## src/design/key_count_max_heap_defines.svh

```systemverilog
// assertion helpers for the key count heap
`ifndef KEY_COUNT_MAX_HEAP_DEFINES_SVH
`define KEY_COUNT_MAX_HEAP_DEFINES_SVH

// same-cycle implication
`define KCMH_ASSERT_IMP(lbl, ante, cons, msg) \
  lbl: assert property (@(posedge clk_i) disable iff (!rst_ni) (ante) |-> (cons)) \
    else $error(msg);

// next-cycle implication
`define KCMH_ASSERT_NXT(lbl, ante, cons, msg) \
  lbl: assert property (@(posedge clk_i) disable iff (!rst_ni) (ante) |=> (cons)) \
    else $error(msg);

`endif

```

## src/design/kcmh_pkg.sv

```systemverilog
`default_nettype none

package kcmh_pkg;

  // heap geometry
  localparam int unsigned MAX_ENTRIES = 16;
  localparam int unsigned KEY_BITS    = 8;
  localparam int unsigned COUNT_BITS  = 16;
  localparam int unsigned ADDR_BITS   = $clog2(MAX_ENTRIES);
  localparam int unsigned FILL_BITS   = $clog2(MAX_ENTRIES + 1);

  // stream widths, rounded up to whole bytes
  localparam int unsigned IN_TDATA_W  = ((KEY_BITS + 7) / 8) * 8;
  localparam int unsigned OUT_TDATA_W = ((KEY_BITS + COUNT_BITS + FILL_BITS + 1 + 7) / 8) * 8;

  // one heap entry as stored in memory
  typedef struct packed {
    logic [KEY_BITS-1:0]   key;
    logic [COUNT_BITS-1:0] count;
  } entry_t;

  // result beat, last field in the lowest bits
  typedef struct packed {
    logic                  dropped;
    logic [FILL_BITS-1:0]  entry_total;
    logic [COUNT_BITS-1:0] top_count;
    logic [KEY_BITS-1:0]   top_key;
  } result_t;

  // sequencer states
  typedef enum logic [2:0] {
    ST_IDLE,
    ST_SEARCH,
    ST_SIFT_RD,
    ST_SIFT_CMP,
    ST_TOP_RD,
    ST_FINISH
  } state_e;

endpackage

`default_nettype wire

```

## src/design/kcmh_ram.sv

```systemverilog
`default_nettype none

module kcmh_ram #(
  parameter int unsigned DEPTH  = 16,
  parameter int unsigned ADDR_W = 4,
  parameter int unsigned DATA_W = 24
) (
  input  logic              clk_i,
  input  logic              we_i,
  input  logic [ADDR_W-1:0] waddr_i,
  input  logic [DATA_W-1:0] wdata_i,
  input  logic              re_i,
  input  logic [ADDR_W-1:0] raddr_i,
  output logic [DATA_W-1:0] rdata_o
);

  logic [DATA_W-1:0] mem [DEPTH];
  logic [DATA_W-1:0] rdata_q;

  // write port
  always_ff @(posedge clk_i) begin
    if (we_i) begin
      mem[waddr_i] <= wdata_i;
    end
  end

  // registered read port, holds when idle
  always_ff @(posedge clk_i) begin
    if (re_i) begin
      rdata_q <= mem[raddr_i];
    end
  end

  assign rdata_o = rdata_q;

endmodule

`default_nettype wire

```

## src/design/kcmh_ctrl.sv

```systemverilog
`default_nettype none

module kcmh_ctrl (
  input  logic                             clk_i,
  input  logic                             rst_ni,
  input  logic                             in_valid_i,
  output logic                             in_ready_o,
  input  logic [kcmh_pkg::KEY_BITS-1:0]    key_i,
  output logic                             ram_we_o,
  output logic [kcmh_pkg::ADDR_BITS-1:0]   ram_waddr_o,
  output kcmh_pkg::entry_t                 ram_wdata_o,
  output logic                             ram_re_o,
  output logic [kcmh_pkg::ADDR_BITS-1:0]   ram_raddr_o,
  input  kcmh_pkg::entry_t                 ram_rdata_i,
  output logic                             res_valid_o,
  output kcmh_pkg::result_t                res_o,
  input  logic                             res_ready_i
);

  import kcmh_pkg::*;

  state_e                state_q, state_d;
  logic [KEY_BITS-1:0]   key_q, key_d;
  logic [FILL_BITS-1:0]  fill_q, fill_d;
  logic [FILL_BITS-1:0]  rd_idx_q, rd_idx_d;
  logic                  cmp_pend_q, cmp_pend_d;
  logic [ADDR_BITS-1:0]  cmp_idx_q, cmp_idx_d;
  logic [FILL_BITS-1:0]  pos_q, pos_d;
  entry_t                cur_q, cur_d;
  logic                  drop_q, drop_d;

  logic                  hit;
  logic                  more;
  logic                  has_room;
  logic                  parent_less;
  logic                  at_root;
  logic [FILL_BITS-1:0]  par_slot;
  logic [FILL_BITS-1:0]  par_addr_w;
  logic [FILL_BITS-1:0]  pos_addr_w;
  logic [COUNT_BITS-1:0] inc_count;

  // search and sift conditions
  assign hit         = cmp_pend_q && (ram_rdata_i.key == key_q);
  assign more        = rd_idx_q < fill_q;
  assign has_room    = fill_q < FILL_BITS'(MAX_ENTRIES);
  assign parent_less = ram_rdata_i.count < cur_q.count;
  assign at_root     = pos_q == FILL_BITS'(1);
  assign par_slot    = pos_q >> 1;
  assign par_addr_w  = par_slot - FILL_BITS'(1);
  assign pos_addr_w  = pos_q - FILL_BITS'(1);
  assign inc_count   = (ram_rdata_i.count == '1) ? ram_rdata_i.count
                                                 : ram_rdata_i.count + COUNT_BITS'(1);

  // next state
  always_comb begin
    state_d = state_q;
    case (state_q)
      ST_IDLE: begin
        if (in_valid_i) state_d = ST_SEARCH;
      end
      ST_SEARCH: begin
        if (hit) begin
          state_d = ST_SIFT_RD;
        end else if (more) begin
          state_d = ST_SEARCH;
        end else if (has_room) begin
          state_d = ST_SIFT_RD;
        end else begin
          state_d = ST_TOP_RD;
        end
      end
      ST_SIFT_RD: begin
        state_d = at_root ? ST_TOP_RD : ST_SIFT_CMP;
      end
      ST_SIFT_CMP: begin
        state_d = parent_less ? ST_SIFT_RD : ST_TOP_RD;
      end
      ST_TOP_RD: begin
        state_d = ST_FINISH;
      end
      ST_FINISH: begin
        if (res_ready_i) state_d = ST_IDLE;
      end
      default: begin
        state_d = ST_IDLE;
      end
    endcase
  end

  // datapath and memory access
  always_comb begin
    key_d       = key_q;
    fill_d      = fill_q;
    rd_idx_d    = rd_idx_q;
    cmp_pend_d  = cmp_pend_q;
    cmp_idx_d   = cmp_idx_q;
    pos_d       = pos_q;
    cur_d       = cur_q;
    drop_d      = drop_q;
    in_ready_o  = 1'b0;
    ram_we_o    = 1'b0;
    ram_waddr_o = pos_addr_w[ADDR_BITS-1:0];
    ram_wdata_o = cur_q;
    ram_re_o    = 1'b0;
    ram_raddr_o = rd_idx_q[ADDR_BITS-1:0];
    res_valid_o = 1'b0;
    case (state_q)
      ST_IDLE: begin
        in_ready_o = 1'b1;
        if (in_valid_i) begin
          key_d      = key_i;
          rd_idx_d   = '0;
          cmp_pend_d = 1'b0;
          drop_d     = 1'b0;
        end
      end
      ST_SEARCH: begin
        if (hit) begin
          pos_d       = FILL_BITS'(cmp_idx_q) + FILL_BITS'(1);
          cur_d.key   = key_q;
          cur_d.count = inc_count;
        end else if (more) begin
          ram_re_o   = 1'b1;
          cmp_pend_d = 1'b1;
          cmp_idx_d  = rd_idx_q[ADDR_BITS-1:0];
          rd_idx_d   = rd_idx_q + FILL_BITS'(1);
        end else if (has_room) begin
          fill_d      = fill_q + FILL_BITS'(1);
          pos_d       = fill_q + FILL_BITS'(1);
          cur_d.key   = key_q;
          cur_d.count = COUNT_BITS'(1);
        end else begin
          drop_d = 1'b1;
        end
      end
      ST_SIFT_RD: begin
        if (at_root) begin
          ram_we_o    = 1'b1;
          ram_waddr_o = '0;
          ram_wdata_o = cur_q;
        end else begin
          ram_re_o    = 1'b1;
          ram_raddr_o = par_addr_w[ADDR_BITS-1:0];
        end
      end
      ST_SIFT_CMP: begin
        // parent moves down or the held entry settles here
        ram_we_o = 1'b1;
        if (parent_less) begin
          ram_wdata_o = ram_rdata_i;
          pos_d       = par_slot;
        end else begin
          ram_wdata_o = cur_q;
        end
      end
      ST_TOP_RD: begin
        ram_re_o    = 1'b1;
        ram_raddr_o = '0;
      end
      ST_FINISH: begin
        res_valid_o = 1'b1;
      end
      default: begin
        in_ready_o = 1'b0;
      end
    endcase
  end

  // result from the root read
  always_comb begin
    res_o.top_key     = ram_rdata_i.key;
    res_o.top_count   = ram_rdata_i.count;
    res_o.entry_total = fill_q;
    res_o.dropped     = drop_q;
  end

  // control registers
  always_ff @(posedge clk_i or negedge rst_ni) begin
    if (!rst_ni) begin
      state_q    <= ST_IDLE;
      fill_q     <= '0;
      cmp_pend_q <= 1'b0;
    end else begin
      state_q    <= state_d;
      fill_q     <= fill_d;
      cmp_pend_q <= cmp_pend_d;
    end
  end

  // payload registers
  always_ff @(posedge clk_i) begin
    key_q     <= key_d;
    rd_idx_q  <= rd_idx_d;
    cmp_idx_q <= cmp_idx_d;
    pos_q     <= pos_d;
    cur_q     <= cur_d;
    drop_q    <= drop_d;
  end

endmodule

`default_nettype wire

```

## src/design/key_count_max_heap.sv

```systemverilog
// key_count_max_heap: counts key occurrences in a binary max-heap by count.
// s_axis carries one key per beat; m_axis returns one result beat for every
// key: root key, root count, number of distinct keys and a drop flag for a
// new key that found the heap full.
// Entries live in a single memory with one read and one write port and a
// registered read. Each key is scanned for slot by slot, then its entry is
// sifted toward the root, one level per parent read (ST_SIFT_RD) and
// compare-and-write (ST_SIFT_CMP); a dropped key skips the sift. Only one
// item is worked on at a time; s_axis_tready is high again once the result
// sits in the output register, so the block takes no new key before it is
// through with the last one.
// Reset empties the heap (fill level zero), no clearing pass of the memory
// is needed since only occupied slots are read.
// When m_axis_tready is low the result holds in the output register; the
// block takes and processes the next key, then waits until that register
// drains before it loads the following result.
`default_nettype none
`include "key_count_max_heap_defines.svh"

module key_count_max_heap (
  input  logic                                 clk_i,
  input  logic                                 rst_ni,
  input  logic                                 s_axis_tvalid,
  output logic                                 s_axis_tready,
  // [7:0] key_value
  input  logic [kcmh_pkg::IN_TDATA_W-1:0]      s_axis_tdata,
  output logic                                 m_axis_tvalid,
  input  logic                                 m_axis_tready,
  // [7:0] top_key, [23:8] top_count, [28:24] entry_total, [29] dropped
  output logic [kcmh_pkg::OUT_TDATA_W-1:0]     m_axis_tdata
);

  import kcmh_pkg::*;

  logic                 ram_we;
  logic [ADDR_BITS-1:0] ram_waddr;
  entry_t               ram_wdata;
  logic                 ram_re;
  logic [ADDR_BITS-1:0] ram_raddr;
  entry_t               ram_rdata;
  logic                 res_valid;
  logic                 res_ready;
  result_t              res;
  logic                 m_valid_q;
  result_t              m_data_q;
  logic                 total_ok;
  logic                 heap_full;
  logic                 s_beat;

  // heap storage
  kcmh_ram #(
    .DEPTH  (MAX_ENTRIES),
    .ADDR_W (ADDR_BITS),
    .DATA_W ($bits(entry_t))
  ) u_ram (
    .clk_i   (clk_i),
    .we_i    (ram_we),
    .waddr_i (ram_waddr),
    .wdata_i (ram_wdata),
    .re_i    (ram_re),
    .raddr_i (ram_raddr),
    .rdata_o (ram_rdata)
  );

  // search and sift sequencer
  kcmh_ctrl u_ctrl (
    .clk_i       (clk_i),
    .rst_ni      (rst_ni),
    .in_valid_i  (s_axis_tvalid),
    .in_ready_o  (s_axis_tready),
    .key_i       (s_axis_tdata[KEY_BITS-1:0]),
    .ram_we_o    (ram_we),
    .ram_waddr_o (ram_waddr),
    .ram_wdata_o (ram_wdata),
    .ram_re_o    (ram_re),
    .ram_raddr_o (ram_raddr),
    .ram_rdata_i (ram_rdata),
    .res_valid_o (res_valid),
    .res_o       (res),
    .res_ready_i (res_ready)
  );

  // output register
  assign res_ready = !m_valid_q || m_axis_tready;

  always_ff @(posedge clk_i or negedge rst_ni) begin
    if (!rst_ni) begin
      m_valid_q <= 1'b0;
    end else if (res_valid && res_ready) begin
      m_valid_q <= 1'b1;
    end else if (m_axis_tready) begin
      m_valid_q <= 1'b0;
    end
  end

  always_ff @(posedge clk_i) begin
    if (res_valid && res_ready) begin
      m_data_q <= res;
    end
  end

  assign m_axis_tvalid = m_valid_q;
  assign m_axis_tdata  = {(OUT_TDATA_W - $bits(result_t))'(0), m_data_q};

  // check terms
  assign total_ok  = (m_data_q.entry_total != '0) &&
                     (m_data_q.entry_total <= FILL_BITS'(MAX_ENTRIES));
  assign heap_full = m_data_q.entry_total == FILL_BITS'(MAX_ENTRIES);
  assign s_beat    = s_axis_tvalid && s_axis_tready;

  // checks
  `KCMH_ASSERT_IMP(a_total_range, m_valid_q, total_ok, "entry total out of range")
  `KCMH_ASSERT_IMP(a_drop_full, m_valid_q && m_data_q.dropped, heap_full, "drop on a heap not full")
  `KCMH_ASSERT_NXT(a_one_at_a_time, s_beat, !s_axis_tready, "key taken while one in flight")

endmodule

`default_nettype wire
```

## config.mk

```make
export PLATFORM = sky130hd
export DESIGN_NAME = key_count_max_heap
export DESIGN_NICKNAME = d
export VERILOG_FILES = /design/src/design/kcmh_pkg.sv /design/src/design/kcmh_ram.sv /design/src/design/kcmh_ctrl.sv /design/src/design/key_count_max_heap.sv
export VERILOG_INCLUDE_DIRS = /design/src /design/src/design
export SDC_FILE = /design/constraint.sdc
export NUM_CORES = 1
export LEC_CHECK = 0
export BUFFER_PORTS_ARGS = -buffer_cell sky130_fd_sc_hd__buf_4
export CAP_MARGIN = 40
export CORE_ASPECT_RATIO = 0.8
export CORE_MARGIN = 4
export CORE_UTILIZATION = 55
export DETAILED_ROUTE_END_ITERATION = 8
export GPL_TIMING_DRIVEN = 0
export PLACE_DENSITY_LB_ADDON = 0.08
export REMOVE_ABC_BUFFERS = 1
export SYNTH_ARGS = -nofsm -noshare
export SYNTH_HDL_FRONTEND = slang
export SYNTH_SLANG_ARGS = --single-unit
```

## constraint.sdc

```tcl
create_clock -name clk_i -period 3.1 [get_ports clk_i]
set_input_delay 0.62 -clock clk_i [delete_from_list [all_inputs] [get_ports clk_i]]
set_output_delay 0.62 -clock clk_i [all_outputs]
set_load 0.05 [all_outputs]
```

==> metrics.txt, run 1 <==
P&R area growth vs syn=18.7%; number of global-route vias before repair=10100; CTS tree=yes; Ys Warns=0; flop-to-flop setup slack=0.1 ns; Hold Crit Class=input port to flip-flop; WP buf/inv=4; Post-synth EDFFs=485; top post-synthesis cells by area=edfxtp_1 (74%), mux4_2 (11%), ha_1 (1.7%), mux2_2 (1.3%), dfrtp_1 (1.3%); final std cells w/o fill=1667; RSZ-0062 raised after global routing=true; Syn Area/Cell=19.2 um2; Crit path max-delay family=buffers and inverters; Yosys top cell by area=edfxtp_1; post-route ant nets=0; critical path class=flip-flop to flip-flop; R2R depth=12; hold path start=s_axis_tdata[4]; pin count of the biggest net entering global routing=25; initial core utilization=56.2%; IO Port Bufs=43; total inserted antenna cells=0; clock slew at reported path FFs=0.06 ns; Iter 0 DRT Violations=1069; Die X=220 um; io pins=46; dpl hpwl=28100 um; Crit path largest cell delay=0.50 ns; worst reg2reg path startpoint=u_ctrl.pos_q[2]; Worst-Margin Slew=0.840 ns; most frequent cell after synthesis=edfxtp_1; Row Count=61; total track usage=23.8%; Synth async-reset ratio=2.02%; period utilisation layout=96.8%; Num CTS Buffers=47; htree depth=2; initial antenna violation count=0; top_reg_cell synth=edfxtp_1; router iterations before antenna repair=5; placed cells=1549; Tmin final=3.00 ns; CP required=3.41 ns; Layout Nets=1197; die height=177 um; status=finished, final reports clean; Setup Skew=0.0216 ns; maximum resistive drop on vdd=0.597 mV; final hold violation count=0; Final Setup Violations=0; first-pass GRT wire length=66700 um; Min-Delay Path Depth=1; Final Wtd Congestion=0.825; Post-synth top cells=edfxtp_1 (485), mux4_2 (96), nor2_1 (62); Slew Limit Headroom=44.0%; via count=10100; WL/cell=27.3 um; DRT Wirelength=45500 um; critical path arrival=3.31 ns; PwrDens=1170 nW/um2; Root Buffer=clkbuf_16; worst r2r dst=u_ram.rdata_o[20]; Remaining DRCs=0; grt ovf=0; Max Slew Vio Count=0; CP Capture Type=flip-flop; Leak=7.85 nW; Crit Path Max Fanout=16; Crit-path slowest cell=edfxtp_1; Die ar.=39000 um2; most used cell, CP=buf_16; Fmax=0.333 GHz; layout cells sized above 1=29.1%; sequential area share after synthesis=75.1%; Yosys reg bits=495; CP cell instances=inv_1 -> ha_1 -> xnor2_1 -> o32a_1 -> nor2_1 -> a21oi_4 -> buf_16 -> buf_16 -> nand2b_2 -> buf_16 -> o22ai_1 -> nor2_1; Via density=6.08; Hold EP=u_ctrl.key_q[4]; Synth Instances=1028; clk_lat worst skew=0.57 ns; top cell type's share of synthesized area=73.8%; max cap viols=0; Core Footprint=35100 um2; synthesized area=19700 um2; type of origin of the critical path=flip-flop; TritonCTS Sinks=495; Clock Tree Buf Depth=3; Final Total Pwr=0.0273 W; Unique masters post-synth=48
-- timing repair --
item,4_1_cts,5_1_grt
setup endpoints to repair,435,472
hold endpoints to repair,10,0
pin swaps,1,7
gates cloned,1,0
setup buffers,12,18
resized for setup,10,18
hold buffers,1,0
-- cell type report --
type	count	area [um2]
Timing Repair Buffer	117	1470
Clock buffer	54	1200
Clock inverter	32	372
Tap cell	472	591
Multi-Input combinational cell	462	4840
Sequential cell	495	14800
Inverter	35	135
Fill cell	2333	11700
-- registers in the layout, summed over array words and instances, names as in the netlist --
name	count
u_ctrl.rd_idx_q	5
m_axis_tdata	30
u_ctrl.fill_q	5
u_ctrl.cur_q	24
m_axis_tvalid	1
u_ctrl.cmp_pend_q	1
u_ctrl.state_q	3
u_ctrl.cmp_idx_q	4
u_ctrl.pos_q	5
u_ram.rdata_o	24
u_ctrl.drop_q	1
u_ctrl.key_q	8
u_ram.mem	384
-- metal layers --
layer / GRT usage, % / up-vias / wire, um
met5: 0 / - / 0
met4: 4.84 / 0 / 707
met3: 4.26 / 56 / 3010
met2: 38.5 / 358 / 22500
met1: 34.9 / 5293 / 19300
li1: - / 4421 / -
-- per-stage QoR --
step                setup slack [ns]  TNS [ns]  instance area, um2  utilization (%)  hold slack [ns]
global route                 -0.0330    -0.579               23400             66.7            0.204
finish                        0.0992         0               23400             66.7            0.228
floorplan                      -3.77    -92.49               19500                -            0.324
CTS                           0.0105         0               23200             66.1            0.196
global placement               -6.10  -1295.04               20500             58.3            0.409
detailed placement            -0.800    -46.51               21400             61.1            0.415
-- worst reg2reg max path, stage by stage (launching register included) --
cell and delay [ns]:
edfxtp_1 0.50, inv_1 0.11, ha_1 0.22, xnor2_1 0.15
o32a_1 0.30, nor2_1 0.20, a21oi_4 0.08, buf_16 0.18
buf_16 0.18, nand2b_2 0.31, buf_16 0.23, o22ai_1 0.23
nor2_1 0.08
-- worst max path at each step --
stage,slack (ns),endpoint,cells after the start,startpoint
6_report,0.1,u_ram.rdata_o[20],12,u_ctrl.pos_q[2]
5_1_grt,-0.03,u_ram.mem[10][7],7,u_ctrl.pos_q[2]
4_1_cts,0.01,u_ram.mem[1][11],9,u_ram.rdata_o[5]
3_5_place_dp,-0.80,u_ram.rdata_o[23],11,u_ctrl.pos_q[1]
3_3_place_gp,-6.10,u_ram.rdata_o[23],8,u_ctrl.pos_q[1]
2_1_floorplan,-3.77,u_ram.rdata_o[10],8,u_ctrl.pos_q[1]
-- layout by cell type, fill, tap and decap left out, drive strengths merged, types with 8 or more instances in the layout --
| cell type | instances |
|---|---|
| xor2 | 17 |
| a21oi | 24 |
| mux2 | 23 |
| inv | 34 |
| o22ai | 30 |
| ha | 27 |
| nor3 | 11 |
| a22oi | 18 |
| nand2b | 8 |
| mux4 | 96 |
| dfrtp | 10 |
| nand2 | 41 |
| bufinv | 8 |
| nor2 | 62 |
| nand4 | 8 |
| edfxtp | 485 |
| clkinv | 23 |
| buf | 116 |
| o21ai | 11 |
| xnor2 | 18 |
| nand3 | 20 |
| clkbuf | 54 |
| a21o | 9 |
-- where the power goes --
group / internal, W / switching, W
clock network: 0.00345 / 0.00240
registers: 0.00954 / 0.000762
logic: 0.00502 / 0.00616
total: 0.0180 / 0.00932
-- cell families after synthesis --
logic type,Yosys count,synth area share [%]
muxes,124,12.5
buffers and inverters,72,1.69
and+or+nand+nor,165,3.84
other,1,0.0190
adders and majority gates,27,1.71
AOI/OAI and AO/OA,109,3.62
DFF,495,75.1
xor gates and xnor gates,35,1.55
No activity file was read; power rests on OpenSTA's default activity.
==> inputs of run 2 (changes only) <==
==> constraint.sdc (replaced) <==
create_clock -name clk_i -period 3.1 [get_ports clk_i]
set_input_delay 0 -clock clk_i [delete_from_list [all_inputs] [get_ports clk_i]]
set_output_delay 0 -clock clk_i [all_outputs]
set_load 0.05 [all_outputs]
==> run 2 against run 1 <==
Effect of this change: global-route usage grew 0.084 points; cell count grew 0.66%; fmax is essentially flat; register-to-register slack is essentially flat; non-clock buffer count grew 11; setup slack lost 0.00061 ns; sequential power is essentially flat; wire length is essentially flat; count of clock-buffer cells in the layout is the same; largest power group unchanged; worst hold slack lost 0.074 ns; flip-flop and latch count is the same.
==> metrics.txt, run 2 (synthesis gave the netlist of run 1 again) <==
Crit-path slowest cell=mux4_2; grt ovf=0 (unchanged); CP Depth=13 (+1); htree depth=2 (unchanged); Crit path largest cell delay=0.50 ns (about the same); Placed Area=21400 um2 (unchanged); number of global-route vias before repair=10200 (+0.36%); post-route ant nets=0 (unchanged); io pins=46 (unchanged); via count=10100 (-0.15%); final hold violation count=0 (unchanged); Iter 0 DRT Violations=1062 (-0.65%); Num CTS Buffers=47 (unchanged); Die X=220 um (unchanged); final instance area=23500 um2 (+0.47%); fillcell total=2323 (-0.43%); TritonCTS Sinks=495 (unchanged); maximum resistive drop on vdd=0.598 mV (+0.16%); P&R area growth vs syn=19.3%; Via density=6.03 (-0.80%); Root Buffer=clkbuf_16; period utilisation layout=96.8% (about the same); critical path arrival=3.31 ns (about the same); worst reg2reg path startpoint=u_ctrl.pos_q[1]; Leak=7.90 nW (+0.59%); pin count of the biggest net entering global routing=25 (unchanged); flop-to-flop setup slack=0.1 ns (about the same); Final Setup Violations=0 (unchanged); router iterations before antenna repair=5 (unchanged); layout cells sized above 1=28.9% (-0.27 points); CP cell instances=inv_2 -> ha_1 -> nor4b_4 -> buf_4 -> o21ai_2 -> nand2_2 -> a21oi_4 -> buf_12 -> buf_4 -> buf_12 -> mux4_2 -> o22ai_1 -> nor2_1; type of origin of the critical path=flip-flop; status=finished, final reports clean; total track usage=23.9% (+0.084 points); initial antenna violation count=0 (unchanged); final worst slack=0.0986 ns (-0.000611 ns); die height=177 um (unchanged); CP Capture Type=flip-flop; Worst-Margin Slew=0.857 ns (+0.0171 ns); critical path class=flip-flop to flip-flop; Fmax=0.333 GHz (about the same); Remaining DRCs=0 (unchanged); final std cells w/o fill=1678 (+0.66%); largest reg by FF count=u_ram.mem; WP buf/inv=5 (+1); max cap viols=0 (unchanged); CP required=3.41 ns (about the same); CP endpoint=u_ram.rdata_o[20]; Hold Crit Class=input port to flip-flop; most common cell after layout, fill and taps aside=edfxtp_1; Row Count=61 (unchanged); Core Footprint=35100 um2 (unchanged); pre-CTS WS=-0.800 ns (unchanged); first-pass GRT wire length=67000 um (+0.39%); IO Port Bufs=43 (unchanged); Setup Skew=0.0219 ns (+0.000300 ns); fin util=67.1% (+0.31 points); Die ar.=39000 um2 (unchanged); WL/cell=27.1 um (-0.68%); Clock Tree Buf Depth=3 (unchanged); initial core utilization=56.2% (unchanged); placed cells=1549 (unchanged); most frequent cells in the layout=edfxtp_1 (485), mux4_2 (96), buf_4 (72); PwrDens=1160 nW/um2 (-0.55%); worst r2r dst=u_ram.rdata_o[20]; Tmin final=3.00 ns (+0.000611 ns); Crit Path Max Fanout=15 (-1); Max Slew Vio Count=0 (unchanged); DRT Wirelength=45500 um (about the same); clk_lat worst skew=0.56 ns (about the same); max reg flops=384 (unchanged); Crit. Startpoint=u_ctrl.pos_q[1]; Layout Nets=1208 (+0.92%); R2R depth=13 (+1); Slew Limit Headroom=42.8% (-1.1 points); clock slew at reported path FFs=0.06 ns (about the same); Final Wtd Congestion=0.825 (unchanged); dpl hpwl=28100 um (unchanged); total inserted antenna cells=0 (unchanged); CTS tree=yes; RSZ-0062 raised after global routing=true; Crit path max-delay family=buffers and inverters
[run 2: changes by cell type in the layout (fill, tap and decap cells not counted), sizes merged]
cell | previous run | this run
dlygate4sd3 | 1 | 12
[run 2: report_power, final]
| part | switching (W) | internal (W) | leakage (nW) |
|---|---|---|---|
| sequential | 0.000763 | 0.00954 | 4.51 |
| combinational | 0.00613 | 0.00503 | 2.61 |
| clock | 0.00240 | 0.00345 | 0.771 |
[run 2: how the worst min path moves through the flow]
stage                                from          endpoint  depth (start not counted)
after detailed placement           rst_ni  u_ctrl.fill_q[3]                          1
after global placement             rst_ni  u_ctrl.fill_q[3]                          1
after floorplan                    rst_ni     m_axis_tvalid                          0
after CTS                 s_axis_tdata[6]   u_ctrl.key_q[6]                          2
final                     s_axis_tdata[0]   u_ctrl.key_q[0]                          2
after global routing      s_axis_tdata[0]   u_ctrl.key_q[0]                          2
[run 2: metrics by stage]
stage | power, W | setup TNS [ns] | hold WS, ns
5_1_grt | 0.0287 | -0.579 | 0.138
3_3_place_gp | 0.0175 | -1295.04 | -0.155
4_1_cts | 0.0271 | 0 | 0.120
6_report | 0.0273 | 0 | 0.154
3_5_place_dp | 0.0209 | -46.51 | -0.154
2_1_floorplan | 0.0158 | -92.49 | -0.296
[run 2: timing repair]
action,4_1_cts,5_1_grt
pin swaps,1,7
endpoints found under the setup margin,435,472
hold buffers,12,0
cloned,1,0
endpoints found under the hold margin,23,0
gates resized for setup,10,18
buffers inserted,12,18
[run 2: area by class of cell]
| class | count | area, um2 | area share, % |
|---|---|---|---|
| flip-flops and latches | 495 | 14800 | 62.9 |
| multi-input cells | 462 | 4840 | 20.6 |
| repair buffers | 128 | 1580 | 6.72 |
| clock buffers | 54 | 1200 | 5.11 |
| well taps | 472 | 591 | 2.51 |
| clock inverters | 32 | 372 | 1.58 |
| inverters | 35 | 135 | 0.574 |
[run 2: worst reg2reg max path, stage by stage, from the launching register on]
cell and delay [ns]:
edfxtp_1 0.40, inv_2 0.06, ha_1 0.18, nor4b_4 0.15, buf_4 0.17, o21ai_2 0.15
nand2_2 0.13, a21oi_4 0.24, buf_12 0.15, buf_4 0.15, buf_12 0.18, mux4_2 0.52
o22ai_1 0.21, nor2_1 0.08
[run 2: metal layers]
layer	track usage (%)	share of wire, %
met1	35.1	42
met2	38.6	50
met3	4.26	6.4
met4	4.84	1.6
met5	0	0
